===== config.mk =====
export PLATFORM = sky130hd
export DESIGN_NAME = qva_result
export DESIGN_NICKNAME = d
export VERILOG_FILES = /design/src/qva_pkg.sv /design/src/qva_result.sv
export SDC_FILE = /design/constraint.sdc
export NUM_CORES = 1
export LEC_CHECK = 0
export ABC_CLOCK_PERIOD_IN_PS = 6400
export BUFFER_PORTS_ARGS = -buffer_cell sky130_fd_sc_hd__clkbuf_2
export CORE_AREA = 2 2 183 185
export DETAILED_ROUTE_END_ITERATION = 8
export DIE_AREA = 0 0 185 187
export HOLD_SLACK_MARGIN = 0.15
export PLACE_DENSITY = 0.61
export SYNTH_ARGS = -nofsm -noshare
export SYNTH_HDL_FRONTEND = slang
export SYNTH_SLANG_ARGS = --single-unit

===== constraint.sdc =====
create_clock -name clk -period 6.4 [get_ports clk]
set_input_delay 0.96 -clock clk [delete_from_list [all_inputs] [get_ports clk]]
set_output_delay 0.96 -clock clk [all_outputs]
set_load 0.01 [all_outputs]

===== src/qva_pkg.sv =====
// ----------------------------------------------------------------------------
// qva_pkg
// Shared widths, operation codes and transaction side-band types for the
// quaternion / vector ALU pipeline.
// ----------------------------------------------------------------------------
`default_nettype none

package qva_pkg;

  localparam int WORD_BITS     = 32;
  localparam int FRACTION_BITS = 16;
  localparam int OP_W          = 3;

  localparam int PROD_W = 2 * WORD_BITS;
  localparam int SUM_W  = PROD_W + 2;
  localparam int RAD_W  = PROD_W + 2;
  localparam int ROOT_W = RAD_W / 2;
  localparam int REM_W  = ROOT_W + 4;

  localparam int NUM_BASE = ((WORD_BITS + FRACTION_BITS > 2 * WORD_BITS - FRACTION_BITS) ?
                             (WORD_BITS + FRACTION_BITS) :
                             (2 * WORD_BITS - FRACTION_BITS)) + 2;
  localparam int NUM_W     = NUM_BASE + (NUM_BASE % 2);
  localparam int DEN_W     = NUM_W;
  localparam int DIV_STEPS = NUM_W / 2;

  localparam logic [OP_W-1:0] OP_QMUL   = 3'd0;
  localparam logic [OP_W-1:0] OP_QSCALE = 3'd1;
  localparam logic [OP_W-1:0] OP_QINV   = 3'd2;
  localparam logic [OP_W-1:0] OP_QNORM  = 3'd3;
  localparam logic [OP_W-1:0] OP_CROSS  = 3'd4;
  localparam logic [OP_W-1:0] OP_VNORM  = 3'd5;

  typedef logic signed [WORD_BITS-1:0] word_t;

  localparam word_t WORD_MAX = {1'b0, {(WORD_BITS-1){1'b1}}};
  localparam word_t WORD_MIN = {1'b1, {(WORD_BITS-1){1'b0}}};
  localparam word_t ONE_WORD = WORD_BITS'(1) << FRACTION_BITS;

  typedef struct packed {
    logic [OP_W-1:0]  op;
    word_t [3:0]      a;
    word_t [3:0]      r;
    logic             sat;
    logic             n2_zero;
    logic [DEN_W-1:0] n2;
  } root_side_t;

  typedef struct packed {
    logic [OP_W-1:0] op;
    word_t [3:0]     r;
    logic            sat;
    logic            degen;
    logic [3:0]      neg;
  } div_side_t;

endpackage

`default_nettype wire


===== src/qva_result.sv =====
// ----------------------------------------------------------------------------
// qva_result
// Quotient sign and clamp, fallback results, per-operation select and the
// output register.
// ----------------------------------------------------------------------------
`default_nettype none

module qva_result (
  input  logic                            clk,
  input  logic                            rst,
  input  logic                            en,
  input  logic                            in_valid,
  input  logic [3:0][qva_pkg::NUM_W-1:0]  quot,
  input  qva_pkg::div_side_t              side,
  output logic                            out_valid,
  output qva_pkg::word_t                  r_w,
  output qva_pkg::word_t                  r_x,
  output qva_pkg::word_t                  r_y,
  output qva_pkg::word_t                  r_z,
  output logic                            degenerate,
  output logic                            saturated
);

  localparam int NUM_W = qva_pkg::NUM_W;
  localparam int W     = qva_pkg::WORD_BITS;

  localparam logic [NUM_W-1:0] LIM_POS = NUM_W'($unsigned(qva_pkg::WORD_MAX));
  localparam logic [NUM_W-1:0] LIM_NEG = LIM_POS + NUM_W'(1);

  logic [3:0]           qsat;
  qva_pkg::word_t [3:0] qval;
  qva_pkg::word_t [3:0] r_nx;
  logic                 deg_nx, sat_nx;

  always_comb begin
    for (int i = 0; i < 4; i++) begin
      qsat[i] = side.neg[i] ? (quot[i] > LIM_NEG) : (quot[i] > LIM_POS);
      if (qsat[i])          qval[i] = side.neg[i] ? qva_pkg::WORD_MIN : qva_pkg::WORD_MAX;
      else if (side.neg[i]) qval[i] = -quot[i][W-1:0];
      else                  qval[i] = quot[i][W-1:0];
    end
    r_nx   = '0;
    deg_nx = 1'b0;
    sat_nx = 1'b0;
    case (side.op) inside
      qva_pkg::OP_QMUL, qva_pkg::OP_QSCALE, qva_pkg::OP_CROSS: begin
        r_nx   = side.r;
        sat_nx = side.sat;
      end
      qva_pkg::OP_QINV: begin
        r_nx   = qval;
        sat_nx = |qsat;
        deg_nx = side.degen;
      end
      qva_pkg::OP_QNORM, qva_pkg::OP_VNORM: begin
        deg_nx = side.degen;
        if (side.degen) begin
          if (side.op == qva_pkg::OP_QNORM) r_nx[0] = qva_pkg::ONE_WORD;
        end else begin
          r_nx   = qval;
          sat_nx = |qsat;
        end
      end
      default: ;
    endcase
  end

  always_ff @(posedge clk) begin
    if (rst) begin
      out_valid <= 1'b0;
    end else if (en) begin
      out_valid <= in_valid;
    end
  end

  always_ff @(posedge clk) begin
    if (en) begin
      r_w        <= r_nx[0];
      r_x        <= r_nx[1];
      r_y        <= r_nx[2];
      r_z        <= r_nx[3];
      degenerate <= deg_nx;
      saturated  <= sat_nx;
    end
  end

endmodule

`default_nettype wire


==> results.json, run 1 <==
{
  "synth_cell_types": 62,
  "rsz0062_at_grt": "no",
  "cp.required_ns": 6.72,
  "grt_max_degree": 87,
  "clock_sink_count": 131,
  "ys_warn_count": 0,
  "core_um2": 32860,
  "cts_setup_buffers": 0,
  "htreeDepth": 4,
  "initialDrtViolationCount": 599,
  "rows": 67,
  "highest_layer": "met5",
  "crit_type": "input port to flip-flop",
  "arrival_ns": 3.80,
  "grt_antenna_before_repair": 2,
  "syn_nets": 1224,
  "syn_area_um2": 8622,
  "syn_avg_cell_area_um2": 9.809,
  "hp-class": "flip-flop to flip-flop",
  "instances_no_fill": 1787,
  "startpoint_type": "input port",
  "max_freq_mhz": 287.1,
  "port-buffer-count": 471,
  "cts_tree": "yes",
  "synth_ff_type": "edfxtp_1",
  "dr_total_vias": 9136,
  "hold_viol": 0,
  "timing.max_cap.violations": 0,
  "post-route-period-util_pct": 54.43,
  "p_per_area_nw_per_um2": 217.7,
  "ys_seq_elements": 131,
  "insertion_delay_ns": 0.44,
  "initial_core_util_pct": 26.24,
  "ctsLongestPathBuffers": 2,
  "die_area_um2": 34600,
  "wl_mm": 33.49,
  "fin_total_pwr_mw": 2.605,
  "die_y_um": 187,
  "vias_per_cell": 5.112,
  "gp_congestion": 0.8727,
  "path_clk_slew_ns": 0.06,
  "finClkSkew_ns": 0,
  "status": "completed",
  "grt_pass1_vias": 8755,
  "grtUsageTotal_pct": 19.04,
  "nets": 1670,
  "holdWs_ns": 0.4966,
  "wl_met3_mm": 2.430,
  "antenna_left": 0,
  "synth-edff-count": 130,
  "cts_buffers": 17,
  "gr-total-overflow": 0,
  "slew_violations": 0,
  "grt_pass1_wl_mm": 50.52,
  "postPlaceCellArea_um2": 11410,
  "power_leakage_nw": 4.965,
  "min_period_ns": 3.484,
  "peakVddDrop_mv": 0.1683,
  "postLayoutCellArea_um2": 11970,
  "ctsHoldBuffers": 0,
  "dp_hpwl_mm": 26.17,
  "drc": 0,
  "drive_above_1_share_pct": 39.24,
  "fin_setup_tns_ns": 0,
  "ys_seq_area_share_pct": 45.51,
  "cts-root-buf": "clkbuf_16",
  "firstDrtPassIters": 5,
  "synthCells": 879,
  "wl_per_cell_um": 18.74,
  "critPathCaptureType": "flip-flop",
  "ios": 472,
  "dr_wl_met2_mm": 15.73,
  "path_max_fanout": 22,
  "slew_headroom_pct": 26.99,
  "finalSetupViolations": 0,
  "worst_pin_slew_ns": 1.095,
  "syn_to_final_growth_pct": 38.77,
  "cts_resized": 0,
  "die_w_um": 185,
  "wl_met1_mm": 14.52,
  "async_reset_ff_share_pct": 0,
  "dp.cells": 1754
}
final timing paths:
path,start,to,slack [ns],cells after the start
min,out_valid$_SDFFE_PP0P_,out_valid$_SDFFE_PP0P_,0.50,2
max,quot[69],r_x[27]$_DFFE_PP_,2.92,7
max reg2reg,out_valid$_SDFFE_PP0P_,out_valid$_SDFFE_PP0P_,5.82,2
min reg2reg,out_valid$_SDFFE_PP0P_,out_valid$_SDFFE_PP0P_,0.50,2
worst max-delay path, stage by stage:
cell and delay [ns]:
clkbuf_2 0.11, or4_4 0.57, or3_1 0.42, o41ai_1 0.40, nand2_1 0.19, a21oi_2 0.85
a221o_1 0.28
final cells by class:
type	instances	area, um2
multi-input cells	682	4446
repair buffers	479	2424
clock inverters	15	131.4
fillers	3417	20900
diodes	1	2.502
well taps	448	560.5
clock buffers	17	425.4
inverters	14	52.55
flip-flops and latches	131	3924
stage by stage:
step | setup WS, ns | utilization (%)
3_3_place_gp | 2.536 | 34.71
5_1_grt | 2.769 | 36.40
3_5_place_dp | 2.489 | 34.71
2_1_floorplan | 3.283 | -
4_1_cts | 2.958 | 36.40
6_report | 2.917 | 36.41
registers in the layout, indices dropped and copies added, names as in the netlist:
name and flops:
saturated 1, out_valid 1, r_x 32, degenerate 1
r_z 32, r_y 32, r_w 32
cells in the mapped netlist (all sizes together) (6+ instances only):
master | instances | share of area [%]
edfxtp | 130 | 45
o21ai | 123 | 7.1
nand2 | 86 | 3.8
xor2 | 76 | 7.7
a21oi | 70 | 4.2
clkbuf | 47 | 2.0
xnor2 | 36 | 3.7
o31ai | 34 | 3.0
nor4 | 31 | 2.3
nor2 | 29 | 1.3
a221o | 21 | 2.4
o41ai | 21 | 2.1
a22o | 20 | 2.0
or3 | 18 | 1.4
or4 | 16 | 1.5
inv | 14 | 0.61
nand3 | 12 | 0.70
nor3 | 12 | 0.70
and3 | 9 | 0.65
a32o | 6 | 0.70
o22ai | 6 | 0.44
kinds of logic after synthesis:
kind of cell	synth area share, %
XOR/XNOR	11.38
AND/OR/NAND/NOR	14.42
adder cells (fa/ha/maj)	0.5805
AO/OA/AOI/OAI	24.70
multiplexers	0.2322
flip-flops	45.51
buffers and inverters	3.178
report_power, final:
part	switching [mW]	leakage [nW]	internal, mW
sequential	0.0253	1.27	1.05
clock	0.432	0.254	0.535
combinational	0.326	3.45	0.237
per-layer routing:
| layer | track usage (%) | up-vias |
|---|---|---|
| li1 | - | 4315 |
| met1 | 24.98 | 4402 |
| met2 | 29.98 | 372 |
| met3 | 5.569 | 45 |
| met4 | 6.227 | 2 |
| met5 | 0 | - |
cells in the final DEF (no fill, tap or decap), drive strengths merged, types with 20 or more instances in the layout:
master | Yosys | layout
xor2 | 76 | 76
nor2 | 29 | 29
clkbuf | 47 | 487
a221o | 21 | 21
nor4 | 31 | 31
xnor2 | 36 | 36
a22o | 20 | 20
o31ai | 34 | 34
o21ai | 123 | 123
edfxtp | 130 | 130
nand2 | 86 | 86
o41ai | 21 | 21
a21oi | 70 | 70
(Power assumes the default switching activity.)
==> inputs of run 2 (changes only) <==
==> config.mk (replaced) <==
export PLATFORM = sky130hd
export DESIGN_NAME = qva_result
export DESIGN_NICKNAME = d
export VERILOG_FILES = /design/src/qva_pkg.sv /design/src/qva_result.sv
export SDC_FILE = /design/constraint.sdc
export NUM_CORES = 1
export LEC_CHECK = 0
export ABC_AREA = 1
export ABC_CLOCK_PERIOD_IN_PS = 3450
export BUFFER_PORTS_ARGS = -buffer_cell sky130_fd_sc_hd__clkbuf_2
export CORE_MARGIN = 2
export CORE_UTILIZATION = 32
export DETAILED_ROUTE_END_ITERATION = 8
export HOLD_SLACK_MARGIN = 0.15
export PLACE_DENSITY = 0.67
export SYNTH_ARGS = -nofsm -noshare
export SYNTH_HDL_FRONTEND = slang
export SYNTH_SLANG_ARGS = --single-unit
==> constraint.sdc (replaced) <==
create_clock -name clk -period 3.45 [get_ports clk]
set_input_delay 0.5175 -clock clk [delete_from_list [all_inputs] [get_ports clk]]
set_output_delay 0.5175 -clock clk [all_outputs]
set_load 0.01 [all_outputs]
==> run 2 against run 1 <==
Effect of this change: first-iteration DRC count increased by 23%; setup slack got worse by 1.9 ns; design area increased by 18%; combinational power increased by 130%; register-to-register slack got worse by 3.0 ns; clock-buffer cell count increased by 5; clock skew unchanged; die area increased by 1.4%; critical endpoint is now saturated$_DFFE_PP_.
==> results.json, run 2 <==
{
  "status": "completed",
  "ys_seq_area_share_pct": 36.49,
  "rows": 67,
  "crit_path_cell_trace": "clkbuf_2, inv_1, ha_1, nand3_1, nor2_1, nand2_1, nor2_1, nand2_1, nand3_2, nand2_1, nor2_1, nand2_1, nand2_1, nand2_1",
  "synth_common_cells": "nand2_1 (720), nor2_1 (229), edfxtp_1 (130)",
  "grt_antenna_before_repair": 5,
  "max_freq_mhz": 415.1,
  "holdWs_ns": 0.2419,
  "arrival_ns": 2.59,
  "grtUsageTotal_pct": 23.66,
  "wl_per_cell_um": 16.35,
  "crit-reg2reg-launch": "out_valid$_SDFFE_PP0P_",
  "insertion_delay_ns": 0.43,
  "critPathBufInv": 2,
  "timing.max_cap.violations": 0,
  "peakVddDrop_mv": 0.3247,
  "clock_sink_count": 131,
  "min_period_ns": 2.409,
  "synth_cell_types": 40,
  "critPathCaptureType": "flip-flop",
  "grt_pass1_wl_mm": 64.76,
  "postLayoutCellArea_um2": 14160,
  "dr_total_vias": 12410,
  "drc": 0,
  "critPathMostFrequentCell": "nand2_1",
  "cts-root-buf": "clkbuf_16",
  "hp-class": "input port to flip-flop",
  "grt_pass1_vias": 12090,
  "wl_mm": 42.33,
  "slew_violations": 0,
  "grt_max_degree": 72,
  "final_common_cell": "nand2_1",
  "setup_ws_ns": 1.041,
  "fin_setup_tns_ns": 0,
  "cp.required_ns": 3.63,
  "ctsHoldBuffers": 0,
  "post-place-ws_ns": 0.5420,
  "slew_headroom_pct": 31.08,
  "p_per_area_nw_per_um2": 371.0,
  "multi_input_area_um2": 6081,
  "syn_area_um2": 10750,
  "worstHoldStart": "rst",
  "crit_path_start": "quot[151]",
  "drive_above_1_share_pct": 25.82,
  "path_clk_slew_ns": 0.06,
  "final_cell_mix": "nand2_1 (720), clkbuf_2 (470), nor2_1 (229), edfxtp_1 (130), inv_1 (119)",
  "syn_to_final_growth_pct": 31.66,
  "netlist.area_leader.share_pct": 36.30,
  "nets": 2470,
  "yosys-top-cells-area": "edfxtp_1 (36%), nand2_1 (25%), nor2_1 (8.0%), nand3_1 (5.4%), inv_1 (4.2%)",
  "regArea_um2": 3924,
  "die_w_um": 187.3,
  "fill_cells": 3618,
  "finClkSkew_ns": 0,
  "syn_avg_cell_area_um2": 6.409,
  "cp_top_family": "simple AND/OR/NAND/NOR gates",
  "cts_buffers": 17,
  "gr-total-overflow": 0,
  "ctsLongestPathBuffers": 2,
  "initial_core_util_pct": 32.31,
  "postPlaceCellArea_um2": 13540,
  "htreeDepth": 4,
  "finalSetupViolations": 0,
  "power_leakage_nw": 7.014,
  "post-route-period-util_pct": 69.83,
  "vias_per_cell": 4.792,
  "r2r.worst_path.cells": 2,
  "synth_ff_type": "edfxtp_1",
  "cts_setup_buffers": 0,
  "cp.depth": 14,
  "synthCells": 1678,
  "crit_type": "input port to flip-flop",
  "crit_slowest_cell": "nand3_2",
  "hold_depth": 2,
  "die_y_um": 187.3,
  "ys_warn_count": 0,
  "cts_tree": "yes",
  "ys_seq_elements": 131,
  "firstDrtPassIters": 5,
  "hold_viol": 0,
  "synth.most_common_cell": "nand2_1",
  "rsz0062_at_grt": "no",
  "synth_top_cell_by_area": "edfxtp_1",
  "cts_resized": 0,
  "path_max_fanout": 29,
  "worst_pin_slew_ns": 1.033,
  "die_area_um2": 35090,
  "syn_nets": 2023,
  "finish.utilization_pct": 42.54,
  "startpoint_type": "input port",
  "ios": 472,
  "initialDrtViolationCount": 735,
  "gp_congestion": 0.9347,
  "antenna_left": 0,
  "dp_hpwl_mm": 33.95,
  "port-buffer-count": 471,
  "max_stage_delay_ns": 0.44,
  "async_reset_ff_share_pct": 0,
  "synth-edff-count": 130,
  "core_um2": 33280
}
==> run 2: cell types whose count changed after synthesis, sizes merged, moves of 18 or more <==
cell    change
a22o       -20
or3        -18
a21oi      -26
o31ai      -33
nor2      +213
xor2       -39
inv       +109
a221o      -21
buf        +27
clkbuf     -21
o41ai      -21
nor4       -31
nand2     +638
nand3     +108
==> run 2: area by class of cell <==
type | instances | share of cell area [%]
antenna | 3 | 0.05302
multi-input combinational | 1364 | 42.95
tap | 448 | 3.959
clock inverter | 10 | 1.122
timing repair buffer | 486 | 17.67
clock buffer | 22 | 3.208
sequential | 131 | 27.71
inverter | 125 | 3.332
==> run 2: where the power goes <==
group | switching [mW] | internal (mW) | total [mW] | leakage [nW]
clock network | 0.721 | 1.23 | 1.95 | 0.294
logic | 0.822 | 0.480 | 1.30 | 5.45
registers | 0.0500 | 1.96 | 2.01 | 1.27
total | 1.59 | 3.66 | 5.25 | 7.01
==> run 2: cell families (layout without fill, tap and decap cells) <==
logic type	Yosys count	after routing	share of synthesized area [%]
mux	1	1	0.09308
other cells	0	3	0
simple gates	1124	1124	42.27
flops	131	131	36.49
compound gates	172	172	8.517
xor+xnor	63	63	5.131
fa+ha+maj	4	4	0.4654
buf+inv	183	643	7.039
==> run 2: per-stage QoR <==
stage	instances	power (mW)
after global placement	2554	3.327
final	2589	5.253
after CTS	2586	5.307
after global routing	2589	5.515
after detailed placement	2554	3.338
after floorplan	1678	2.698
==> run 2: metal layers <==
layer  part of all wire [%]  global-route usage (%)
met2                     49                   41.22
met3                    6.4                   5.009
met1                     43                   28.71
met4                    2.3                   8.608
met5                  0.031                       0
==> run 2: path summary, 6_finish.rpt <==
kind	end	slack (ns)
hold / removal	out_valid$_SDFFE_PP0P_	0.24
setup / recovery	saturated$_DFFE_PP_	1.04
setup reg to reg	out_valid$_SDFFE_PP0P_	2.84
hold reg to reg	out_valid$_SDFFE_PP0P_	0.53
